==> config.mk <==
export PLATFORM = sky130hd
export DESIGN_NAME = scanline_polygon_span_fill_unit
export DESIGN_NICKNAME = d
export VERILOG_FILES = /design/src/design/spf_pkg.sv /design/src/design/scanline_polygon_span_fill_unit.sv
export VERILOG_INCLUDE_DIRS = /design/src /design/src/design
export SDC_FILE = /design/constraint.sdc
export NUM_CORES = 2
export LEC_CHECK = 0
export BUFFER_PORTS_ARGS = -buffer_cell sky130_fd_sc_hd__buf_4
export CORE_ASPECT_RATIO = 0.9
export CORE_MARGIN = 8
export CORE_UTILIZATION = 33
export CTS_BUF_LIST = sky130_fd_sc_hd__clkbuf_16
export DETAILED_ROUTE_END_ITERATION = 12
export GPL_TIMING_DRIVEN = 1
export SETUP_SLACK_MARGIN = 0.1
export SYNTH_ARGS = -nofsm -noshare
export SYNTH_HDL_FRONTEND = slang
export SYNTH_SLANG_ARGS = --single-unit
==> constraint.sdc <==
create_clock -name clk -period 9.65 [get_ports clk]
set_input_delay 1.93 -clock clk [delete_from_list [all_inputs] [get_ports clk]]
set_output_delay 1.93 -clock clk [all_outputs]
set_load 0.005 [all_outputs]
==> src/design/scanline_polygon_span_fill_unit_macros.svh <==
// assertion helpers for the span fill unit
`ifndef SCANLINE_POLYGON_SPAN_FILL_UNIT_MACROS_SVH
`define SCANLINE_POLYGON_SPAN_FILL_UNIT_MACROS_SVH

// same-cycle implication, clocked on clk, off during reset
`define SPF_ASSERT_IMP(name, ante, cons, msg) \
    name: assert property (@(posedge clk) disable iff (!rst_n) (ante) |-> (cons)) \
        else $error(msg);

// next-cycle implication, clocked on clk, off during reset
`define SPF_ASSERT_NEXT(name, ante, cons, msg) \
    name: assert property (@(posedge clk) disable iff (!rst_n) (ante) |=> (cons)) \
        else $error(msg);

`endif

==> src/design/spf_pkg.sv <==
package spf_pkg;

    localparam int MAX_SPANS = 8;
    localparam int SPAN_IW   = 3;
    localparam int SPAN_CW   = 4;

    localparam logic [2:0] CFG_SCREEN_WIDTH  = 3'd0;
    localparam logic [2:0] CFG_SCREEN_HEIGHT = 3'd1;
    localparam logic [2:0] CFG_FILL_RED      = 3'd2;
    localparam logic [2:0] CFG_FILL_GREEN    = 3'd3;
    localparam logic [2:0] CFG_FILL_BLUE     = 3'd4;

    typedef enum logic [10:0] {
        S_IDLE  = 11'b000_0000_0001,
        S_CHK   = 11'b000_0000_0010,
        S_PRIME = 11'b000_0000_0100,
        S_EDGE  = 11'b000_0000_1000,
        S_MUL   = 11'b000_0001_0000,
        S_DIV   = 11'b000_0010_0000,
        S_FIX   = 11'b000_0100_0000,
        S_INS   = 11'b000_1000_0000,
        S_NEXT  = 11'b001_0000_0000,
        S_SPAN  = 11'b010_0000_0000,
        S_EMIT  = 11'b100_0000_0000
    } spf_state_t;

endpackage

==> src/design/scanline_polygon_span_fill_unit.sv <==
// vertex word: taken while idle, ready again the next cycle
// row word: check and prime steps, then an edge and a next step per stored edge; each
//   crossing adds the shared multiply, bit-serial restoring divide, fix and insert steps,
//   then span steps, then one result word per cycle unless out_ready stalls it (8 at most)
// one row or vertex in flight at a time; the output register lets the next word in
// reset: registers to their reset values, polygon empty, box zero, output empty
`include "scanline_polygon_span_fill_unit_macros.svh"

module scanline_polygon_span_fill_unit #(
    parameter int MAX_VERTICES = 16,
    parameter int COORD_BITS   = 16
) (
    input  logic               clk,
    input  logic               rst_n,
    input  logic               cfg_valid,
    output logic               cfg_ready,
    input  logic [2:0]         cfg_index,
    input  logic [12:0]        cfg_data,
    input  logic               in_valid,
    output logic               in_ready,
    input  logic               func,
    input  logic               first_vertex,
    input  logic signed [15:0] vertex_x,
    input  logic signed [15:0] vertex_y,
    input  logic [11:0]        row_y,
    output logic               out_valid,
    input  logic               out_ready,
    output logic               span_valid,
    output logic [11:0]        row_index,
    output logic [12:0]        span_start,
    output logic [12:0]        span_end,
    output logic [7:0]         red,
    output logic [7:0]         green,
    output logic [7:0]         blue,
    output logic               last
);
    import spf_pkg::*;

    localparam int CB = COORD_BITS;
    localparam int IW = (MAX_VERTICES > 1) ? $clog2(MAX_VERTICES) : 1;
    localparam int CW = $clog2(MAX_VERTICES + 1);
    localparam int W  = COORD_BITS + 1;
    localparam int XW = ((COORD_BITS > 14) ? COORD_BITS : 14) + 2;
    localparam int DW = $clog2(W);
    localparam logic [CW-1:0] MAX_COUNT = CW'(MAX_VERTICES);
    localparam logic [SPAN_CW-1:0] SPAN_CAP = SPAN_CW'(MAX_SPANS);

    spf_state_t state_reg, state_next;

    logic [12:0] sw_reg, sh_reg;
    logic [7:0]  red_cfg_reg, green_cfg_reg, blue_cfg_reg;

    logic [CW-1:0] count_reg;
    logic signed [CB-1:0] bminx_reg, bmaxx_reg, bminy_reg, bmaxy_reg;

    logic signed [CB-1:0] mem_x [MAX_VERTICES];
    logic signed [CB-1:0] mem_y [MAX_VERTICES];
    logic signed [CB-1:0] rd_x_reg, rd_y_reg, prev_x_reg, prev_y_reg;
    logic [IW-1:0] rd_addr, idx_reg, last_idx;

    logic [11:0] row_reg;
    logic signed [XW-1:0] left_reg, right_reg;

    logic [W-1:0] am_reg, mm_reg, d_reg, quo_reg, low_reg;
    logic [W:0]   rem_reg, d_ext, trial;
    logic         neg_reg, ge;
    logic [DW-1:0] dcnt_reg;
    logic [2*W-1:0] prod;

    logic signed [XW-1:0] node_new_reg;
    logic signed [XW-1:0] nodes_reg [MAX_VERTICES];
    logic signed [XW-1:0] nodes_ins [MAX_VERTICES];
    logic signed [XW-1:0] nodes_sh2 [MAX_VERTICES];
    logic signed [XW-1:0] nodes_prv [MAX_VERTICES];
    logic [MAX_VERTICES-1:0] gt_vec, gtp_vec;
    logic [CW-1:0] n_reg;

    logic [12:0] span_s_reg [MAX_SPANS];
    logic [12:0] span_e_reg [MAX_SPANS];
    logic [SPAN_CW-1:0] ns_reg;
    logic [SPAN_IW-1:0] eidx_reg;

    logic        out_valid_reg, out_last_reg, out_sv_reg;
    logic [12:0] out_s_reg, out_e_reg;
    logic [7:0]  out_r_reg, out_g_reg, out_b_reg;
    logic [11:0] out_row_reg;

    logic in_acc, vtx_acc, row_acc, vtx_we;
    logic [CW-1:0] vcount;
    logic signed [CB-1:0] vx_c, vy_c;

    logic signed [XW-1:0] py, xi, yi, xj, yj, dx_s, d_s, a_s;
    logic signed [XW-1:0] bminx, bmaxx, bminy, bmaxy, sw_s, sh_s, top, bot;
    logic signed [XW-1:0] left_c, right_c, ipx, sum_p, sum_m, fix_val;
    logic signed [XW-1:0] pa, pb, ca, cb_s;
    logic crosses, row_in_box, rnz, pair_ok, span_keep;
    logic emit_load, emit_last;

    // input side
    assign cfg_ready = 1'b1;
    assign in_ready  = (state_reg == S_IDLE);
    assign in_acc    = in_valid && in_ready;
    assign vtx_acc   = in_acc && !func;
    assign row_acc   = in_acc && func;
    assign vcount    = first_vertex ? '0 : count_reg;
    assign vtx_we    = vtx_acc && (vcount < MAX_COUNT);
    assign vx_c      = CB'(vertex_x);
    assign vy_c      = CB'(vertex_y);

    // scan geometry
    assign py    = XW'(row_reg);
    assign xi    = XW'(rd_x_reg);
    assign yi    = XW'(rd_y_reg);
    assign xj    = XW'(prev_x_reg);
    assign yj    = XW'(prev_y_reg);
    assign dx_s  = xj - xi;
    assign d_s   = yj - yi;
    assign a_s   = py - yi;
    assign crosses = ((yi < py) && !(yj < py)) || ((yj < py) && !(yi < py));

    assign bminx = XW'(bminx_reg);
    assign bmaxx = XW'(bmaxx_reg);
    assign bminy = XW'(bminy_reg);
    assign bmaxy = XW'(bmaxy_reg);
    assign sw_s  = XW'(sw_reg);
    assign sh_s  = XW'(sh_reg);
    assign top     = bminy[XW-1] ? '0 : bminy;
    assign bot     = (bmaxy < sh_s) ? bmaxy : sh_s;
    assign left_c  = bminx[XW-1] ? '0 : bminx;
    assign right_c = (bmaxx < sw_s) ? bmaxx : sw_s;
    assign row_in_box = !(py < top) && (py < bot) && (count_reg != '0);

    assign last_idx = IW'(count_reg - 1'b1);
    always_comb
    begin
        unique case (state_reg)
            S_CHK:   rd_addr = last_idx;
            S_NEXT:  rd_addr = idx_reg + 1'b1;
            default: rd_addr = idx_reg;
        endcase
    end

    // shared multiply and restoring divide
    assign prod  = am_reg * mm_reg;
    assign d_ext = {1'b0, d_reg};
    assign trial = {rem_reg[W-1:0], low_reg[W-1]};
    assign ge    = (trial >= d_ext);

    // truncate toward zero
    assign ipx   = XW'(quo_reg);
    assign sum_p = xi + ipx;
    assign sum_m = xi - ipx;
    assign rnz   = |rem_reg;
    always_comb
    begin
        if (!neg_reg)
        begin
            fix_val = (sum_p[XW-1] && rnz) ? sum_p + 1'b1 : sum_p;
        end
        else
        begin
            fix_val = (!sum_m[XW-1] && (sum_m != '0) && rnz) ? sum_m - 1'b1 : sum_m;
        end
    end

    // sorted insertion and pair shift
    always_comb
    begin
        for (int k = 0; k < MAX_VERTICES; k++)
        begin
            gt_vec[k] = (CW'(k) < n_reg) && (nodes_reg[k] > node_new_reg);
        end
        gtp_vec = {gt_vec[MAX_VERTICES-2:0], 1'b0};
        nodes_prv[0] = node_new_reg;
        for (int k = 1; k < MAX_VERTICES; k++)
        begin
            nodes_prv[k] = nodes_reg[k-1];
        end
        for (int k = 0; k < MAX_VERTICES; k++)
        begin
            if (gtp_vec[k])
                nodes_ins[k] = nodes_prv[k];
            else if (gt_vec[k] || (CW'(k) == n_reg))
                nodes_ins[k] = node_new_reg;
            else
                nodes_ins[k] = nodes_reg[k];
        end
        for (int k = 0; k < MAX_VERTICES - 2; k++)
        begin
            nodes_sh2[k] = nodes_reg[k+2];
        end
        nodes_sh2[MAX_VERTICES-2] = nodes_reg[MAX_VERTICES-2];
        nodes_sh2[MAX_VERTICES-1] = nodes_reg[MAX_VERTICES-1];
    end

    assign pa        = nodes_reg[0];
    assign pb        = nodes_reg[1];
    assign pair_ok   = (n_reg >= CW'(2)) && (ns_reg < SPAN_CAP);
    assign ca        = (pa < left_reg) ? left_reg : pa;
    assign cb_s      = (pb > right_reg) ? right_reg : pb;
    assign span_keep = (pb > left_reg) && (ca < cb_s);

    assign emit_load = !out_valid_reg || out_ready;
    assign emit_last = (ns_reg == '0) || (SPAN_CW'(eidx_reg) == ns_reg - 1'b1);

    // sequencer
    always_comb
    begin
        state_next = state_reg;
        unique case (state_reg)
            S_IDLE:  if (row_acc) state_next = S_CHK;
            S_CHK:   state_next = row_in_box ? S_PRIME : S_EMIT;
            S_PRIME: state_next = S_EDGE;
            S_EDGE:  state_next = crosses ? S_MUL : S_NEXT;
            S_MUL:   state_next = S_DIV;
            S_DIV:   if (dcnt_reg == DW'(W - 1)) state_next = S_FIX;
            S_FIX:   state_next = S_INS;
            S_INS:   state_next = S_NEXT;
            S_NEXT:  state_next = (idx_reg == last_idx) ? S_SPAN : S_EDGE;
            S_SPAN:  if (!pair_ok || !(pa < right_reg)) state_next = S_EMIT;
            S_EMIT:  if (emit_load && emit_last) state_next = S_IDLE;
            default: state_next = S_IDLE;
        endcase
    end

    // control registers
    always_ff @(posedge clk or negedge rst_n)
    begin
        if (!rst_n)
        begin
            state_reg     <= S_IDLE;
            sw_reg        <= 13'd640;
            sh_reg        <= 13'd480;
            red_cfg_reg   <= 8'd255;
            green_cfg_reg <= 8'd255;
            blue_cfg_reg  <= 8'd255;
            count_reg     <= '0;
            bminx_reg     <= '0;
            bmaxx_reg     <= '0;
            bminy_reg     <= '0;
            bmaxy_reg     <= '0;
            idx_reg       <= '0;
            n_reg         <= '0;
            ns_reg        <= '0;
            eidx_reg      <= '0;
            dcnt_reg      <= '0;
            out_valid_reg <= 1'b0;
        end
        else
        begin
            state_reg <= state_next;
            if (cfg_valid && cfg_ready)
            begin
                unique case (cfg_index)
                    CFG_SCREEN_WIDTH:  sw_reg        <= cfg_data;
                    CFG_SCREEN_HEIGHT: sh_reg        <= cfg_data;
                    CFG_FILL_RED:      red_cfg_reg   <= cfg_data[7:0];
                    CFG_FILL_GREEN:    green_cfg_reg <= cfg_data[7:0];
                    CFG_FILL_BLUE:     blue_cfg_reg  <= cfg_data[7:0];
                    default: ;
                endcase
            end
            if (vtx_acc)
            begin
                count_reg <= vtx_we ? vcount + 1'b1 : vcount;
            end
            if (vtx_we)
            begin
                if (vcount == '0)
                begin
                    bminx_reg <= vx_c;
                    bmaxx_reg <= vx_c;
                    bminy_reg <= vy_c;
                    bmaxy_reg <= vy_c;
                end
                else
                begin
                    if (vx_c < bminx_reg) bminx_reg <= vx_c;
                    if (vx_c > bmaxx_reg) bmaxx_reg <= vx_c;
                    if (vy_c < bminy_reg) bminy_reg <= vy_c;
                    if (vy_c > bmaxy_reg) bmaxy_reg <= vy_c;
                end
            end
            if (row_acc)
            begin
                idx_reg  <= '0;
                n_reg    <= '0;
                ns_reg   <= '0;
                eidx_reg <= '0;
            end
            if (state_reg == S_MUL)
                dcnt_reg <= '0;
            if (state_reg == S_DIV)
                dcnt_reg <= dcnt_reg + 1'b1;
            if (state_reg == S_INS)
                n_reg <= n_reg + 1'b1;
            if ((state_reg == S_NEXT) && (idx_reg != last_idx))
                idx_reg <= idx_reg + 1'b1;
            if ((state_reg == S_SPAN) && pair_ok && (pa < right_reg))
            begin
                n_reg <= n_reg - CW'(2);
                if (span_keep)
                    ns_reg <= ns_reg + 1'b1;
            end
            if ((state_reg == S_EMIT) && emit_load)
            begin
                out_valid_reg <= 1'b1;
                eidx_reg      <= eidx_reg + 1'b1;
            end
            else if (out_ready)
            begin
                out_valid_reg <= 1'b0;
            end
        end
    end

    // vertex store, registered read
    always_ff @(posedge clk)
    begin
        if (vtx_we)
        begin
            mem_x[vcount[IW-1:0]] <= vx_c;
            mem_y[vcount[IW-1:0]] <= vy_c;
        end
        rd_x_reg <= mem_x[rd_addr];
        rd_y_reg <= mem_y[rd_addr];
    end

    // datapath registers
    always_ff @(posedge clk)
    begin
        if (row_acc)
            row_reg <= row_y;
        if (state_reg == S_CHK)
        begin
            left_reg  <= left_c;
            right_reg <= right_c;
        end
        if ((state_reg == S_PRIME) || (state_reg == S_NEXT))
        begin
            prev_x_reg <= rd_x_reg;
            prev_y_reg <= rd_y_reg;
        end
        if (state_reg == S_EDGE)
        begin
            am_reg  <= W'(a_s[XW-1] ? -a_s : a_s);
            mm_reg  <= W'(dx_s[XW-1] ? -dx_s : dx_s);
            d_reg   <= W'(d_s[XW-1] ? -d_s : d_s);
            neg_reg <= dx_s[XW-1] ^ d_s[XW-1] ^ a_s[XW-1];
        end
        if (state_reg == S_MUL)
        begin
            rem_reg <= {1'b0, prod[2*W-1:W]};
            low_reg <= prod[W-1:0];
            quo_reg <= '0;
        end
        if (state_reg == S_DIV)
        begin
            rem_reg <= ge ? trial - d_ext : trial;
            low_reg <= {low_reg[W-2:0], 1'b0};
            quo_reg <= {quo_reg[W-2:0], ge};
        end
        if (state_reg == S_FIX)
            node_new_reg <= fix_val;
        if (state_reg == S_INS)
        begin
            for (int k = 0; k < MAX_VERTICES; k++)
                nodes_reg[k] <= nodes_ins[k];
        end
        if ((state_reg == S_SPAN) && pair_ok && (pa < right_reg))
        begin
            for (int k = 0; k < MAX_VERTICES; k++)
                nodes_reg[k] <= nodes_sh2[k];
            if (span_keep)
            begin
                span_s_reg[ns_reg[SPAN_IW-1:0]] <= ca[12:0];
                span_e_reg[ns_reg[SPAN_IW-1:0]] <= cb_s[12:0];
            end
        end
        if ((state_reg == S_EMIT) && emit_load)
        begin
            out_row_reg  <= row_reg;
            out_last_reg <= emit_last;
            if (ns_reg == '0)
            begin
                out_sv_reg <= 1'b0;
                out_s_reg  <= '0;
                out_e_reg  <= '0;
                out_r_reg  <= '0;
                out_g_reg  <= '0;
                out_b_reg  <= '0;
            end
            else
            begin
                out_sv_reg <= 1'b1;
                out_s_reg  <= span_s_reg[eidx_reg];
                out_e_reg  <= span_e_reg[eidx_reg];
                out_r_reg  <= red_cfg_reg;
                out_g_reg  <= green_cfg_reg;
                out_b_reg  <= blue_cfg_reg;
            end
        end
    end

    assign out_valid  = out_valid_reg;
    assign span_valid = out_sv_reg;
    assign row_index  = out_row_reg;
    assign span_start = out_s_reg;
    assign span_end   = out_e_reg;
    assign red        = out_r_reg;
    assign green      = out_g_reg;
    assign blue       = out_b_reg;
    assign last       = out_last_reg;

    `SPF_ASSERT_IMP(a_div_rem_below_divisor, state_reg == S_DIV, rem_reg < d_ext,
        "divider remainder not below divisor")
    `SPF_ASSERT_NEXT(a_vertex_append, vtx_acc && !first_vertex && (count_reg < MAX_COUNT),
        count_reg == CW'($past(count_reg) + 1'b1), "vertex count did not advance")
    `SPF_ASSERT_IMP(a_counts_bounded, 1'b1,
        (count_reg <= MAX_COUNT) && (n_reg <= MAX_COUNT) && (ns_reg <= SPAN_CAP),
        "crossing or span count out of range")
    `SPF_ASSERT_NEXT(a_last_to_idle, (state_reg == S_EMIT) && emit_load && emit_last,
        (state_reg == S_IDLE) && out_valid_reg && out_last_reg,
        "row did not close on last word")

endmodule

==> parameters.txt <==
Parameter                              Value

Status
  Status    finished clean

Place
  Number of input and output port buffers inserted    about 130
  Routability Congestion    approximately 0.9
  HPWL after DPL    roughly 170 mm
  Post-place setup slack    just over 2 ns

Pwr
  Worst VDD drop    about 0.14 mV
  Overall power    13.80 mW
  Power per cell area    142.1 nW/um^2
  Leakage power    about 39 nW

Layout
  Fin nets    roughly 8.6k
  Area overhead of the layout relative to synthesis    12.17%
  Max reg flops    288
  Proportion of layout cells with a drive suffix above 1    0.1016
  Commonest cells after routing, fill and taps aside    sky130_fd_sc_hd__edfxtp_1, sky130_fd_sc_hd__nand2_1, sky130_fd_sc_hd__ha_1
  Most common cell after layout, fill and taps aside    sky130_fd_sc_hd__edfxtp_1

GRT
  Via count of the first global-routing pass    a little under 60k
  Maximum number of pins on one net before global-route repair    between 200 and 250
  Total grt overflow    0
  Total global routing track utilization    0.1662
  Number of antenna violations at the first check in global routing    22
  Global-route wire length before repair    ~360 mm

Synthesis
  Synthesized-area fraction occupied by adder cells    0.1571
  Ranking of synthesized cells by area    sky130_fd_sc_hd__edfxtp_1, sky130_fd_sc_hd__ha_1, sky130_fd_sc_hd__fa_1
  Netlist area before placement    86590 sq um
  Per-instance average area after synthesis    11.49 sq um
  Compound-Gate Fraction of Synth Area    0.1157
  Number of flops mapped to enable cells by yosys    between 1k and 1.5k
  Cell count after synthesis    7539
  Number of nets in the synthesized netlist    roughly 8.6k
  Cell type with the largest total area after synthesis    sky130_fd_sc_hd__edfxtp_1
  Area share of the largest cell type after synthesis    0.4397
  Distinct cells, synth    86
  Share of synthesized area spent on multiplexers    0.07001
  Post-synthesis sequential area ratio    0.4917
  Most frequently used flop master after synthesis    sky130_fd_sc_hd__edfxtp_1
  Fraction of registers with async set or reset after synthesis    0.1046
  Flops & latches, synth    1453
  Dominant combinational cell family by area after synthesis    adder cells
  Total number of yosys warnings    0
  Synth Area in XOR/XNOR    0.01699
  Post-synthesis simple-gate area fraction    0.1053

Timing
  Tightest Pin Transition    1.278 ns
  Hold Vio Cnt, Final    0
  # setup viols final    0
  Pins over their slew limit    0
  Fmax    130.8 MHz
  Setup slack after layout    roughly 2.0 ns
  Unrepaired setup endpoints after global routing    false
  Time the final worst path needs with I/O delays and setup    about 7.6 ns
  Maximum clock skew at final layout    approximately 0.035 ns
  Max-slew headroom    0.1480
  Post-Route Setup TNS    0 ns
  Worst-case hold slack    approximately 0.43 ns
  Final cycle utilization of the critical path    0.7920

Worst setup path
  Category of the most critical setup path    register to register
  Arrival @ worst endpoint    8.19 ns
  Sort of element at the start of the critical path    register
  Critical Path RT    10.20 ns
  Capturing element type of the critical path    register
  Largest fanout on the critical path    17

Detailed routing
  Number of design-rule violations left by the first detailed-router iteration    slightly below 5k
  Routed length per instance    around 21 um
  Via count of the routed design    approximately 59k
  Detailed-router iteration count before antenna repair    7
  DRC violations left    0
  Antenna-violating nets left    0
  Total Routed Length    237.5 mm
  Vias per cell    5.252

Clocking
  TritonCTS buffer count    around 160
  Hold-fix buffer count after cts    0
  Resize count post-CTS    0
  Level count of the clock H-tree    4
  Post-CTS setup buffer count    0
  # clock sinks    roughly 1.5k
  Clock tree root driver cell    sky130_fd_sc_hd__clkbuf_16
  Source-to-sink clock delay at the later pin of the worst-skew pair    0.83 ns
  Clock transition at the registers of the reported paths    roughly 0.06 ns
  Clock Path Buffers    3
  Clock tree from TritonCTS    yes

Floorplan
  Placement row count    between 150 and 200
  Area of the placeable core    about 260000 sq um
  Height of the die    around 500 um
  Die X-Extent    556.0 um
  Initial standard-cell utilization of the core    0.3315
  Die area    between 200000 and 300000 sq um
  I/O pin cnt    ~130

Hold path
  Min-delay worst type    register to register

Job
  Max-capacitance violation count    0
-- through the flow --
stage	cell area (sq um)	util	instances
5_1_grt	97120	0.3718	11240
2_1_floorplan	86590	-	7539
3_5_place_dp	91690	0.3510	10940
6_report	97130	0.3718	11250
3_3_place_gp	91690	0.3510	10940
4_1_cts	97120	0.3718	11240
-- cells in the mapped netlist (all sizes together), types with 93 or more instances --
master	instances
nand2	721
fa	230
inv	624
and2	275
a211oi	209
a21o	169
o21ai	303
a21oi	457
dfrtp	121
ha	719
mux2i	321
a31oi	93
clkbuf	273
edfxtp	1268
xnor2	104
mux2	149
nor2	402
-- worst max-delay path, stage by stage (launching register included) --
cell and delay (ns):
sky130_fd_sc_hd__edfxtp_1 0.79, sky130_fd_sc_hd__nand2_1 0.19, sky130_fd_sc_hd__fa_1 0.62, sky130_fd_sc_hd__fa_1 0.44, sky130_fd_sc_hd__fa_1 0.48, sky130_fd_sc_hd__fa_1 0.49
sky130_fd_sc_hd__inv_1 0.06, sky130_fd_sc_hd__fa_1 0.53, sky130_fd_sc_hd__inv_1 0.05, sky130_fd_sc_hd__fa_1 0.53, sky130_fd_sc_hd__inv_1 0.04, sky130_fd_sc_hd__ha_1 0.37
sky130_fd_sc_hd__a211oi_1 0.37, sky130_fd_sc_hd__inv_1 0.07, sky130_fd_sc_hd__a2111oi_0 0.68, sky130_fd_sc_hd__buf_4 0.25, sky130_fd_sc_hd__nor4_1 0.08, sky130_fd_sc_hd__o2111ai_1 0.27
sky130_fd_sc_hd__a31oi_1 0.17, sky130_fd_sc_hd__or4_1 0.42, sky130_fd_sc_hd__a31oi_1 0.23, sky130_fd_sc_hd__xnor2_1 0.15, sky130_fd_sc_hd__a21oi_1 0.08
-- cells by family (layout without fill, tap and decap cells) --
kind of cell    after synthesis  count (layout)
compound gates             1563            1563
xor+xnor                    168             168
fa+ha+maj                   949             949
buf+inv                     969            1164
flops                      1453            1453
mux                         522             522
other cells                   2               5
simple gates               1913            1913
-- cell type report --
| class | count | area, sq um |
|---|---|---|
| Antenna cell | 3 | 7.507 |
| Tap cell | 3510 | 4392 |
| Sequential cell | 1453 | 42590 |
| Timing Repair Buffer | 239 | 1848 |
| Fill cell | 25190 | 164100 |
| Inverter | 625 | 2347 |
| Multi-Input combinational cell | 5117 | 40520 |
| Clock buffer | 164 | 4104 |
| Clock inverter | 136 | 1326 |
-- power by group --
part / internal [mW] / total (mW) / leakage (nW) / switching, mW
registers: 6.91 / 6.95 / 13.3 / 0.0440
clock network: 3.63 / 6.32 / 2.73 / 2.68
logic: 0.234 / 0.535 / 22.7 / 0.301
total: 10.8 / 13.8 / 38.7 / 3.03
-- routing by layer --
metal	vias up	global-route usage	wire [um]
met5	-	0	123
met4	18	0.04816	6657
met3	350	0.03056	14570
met2	1640	0.2627	107300
met1	29510	0.2331	108800
li1	27560	-	-
-- path summary, 6_finish.rpt --
kind / startpoint / endpoint / slack (ns) / cells after the start
min in group asynchronous: rst_n / sw_reg[4] / 1.23 / 1
min reg2reg: rd_y_reg[8] / prev_y_reg[8] / 0.43 / 0
min: rd_y_reg[8] / prev_y_reg[8] / 0.43 / 0
max: mm_reg[4] / rem_reg[16] / 2.01 / 22
max reg2reg: mm_reg[4] / rem_reg[16] / 2.01 / 22
max in group asynchronous: rst_n / idx_reg[2] / 6.97 / 2
Note: power is estimated with default switching activity, not from simulation.
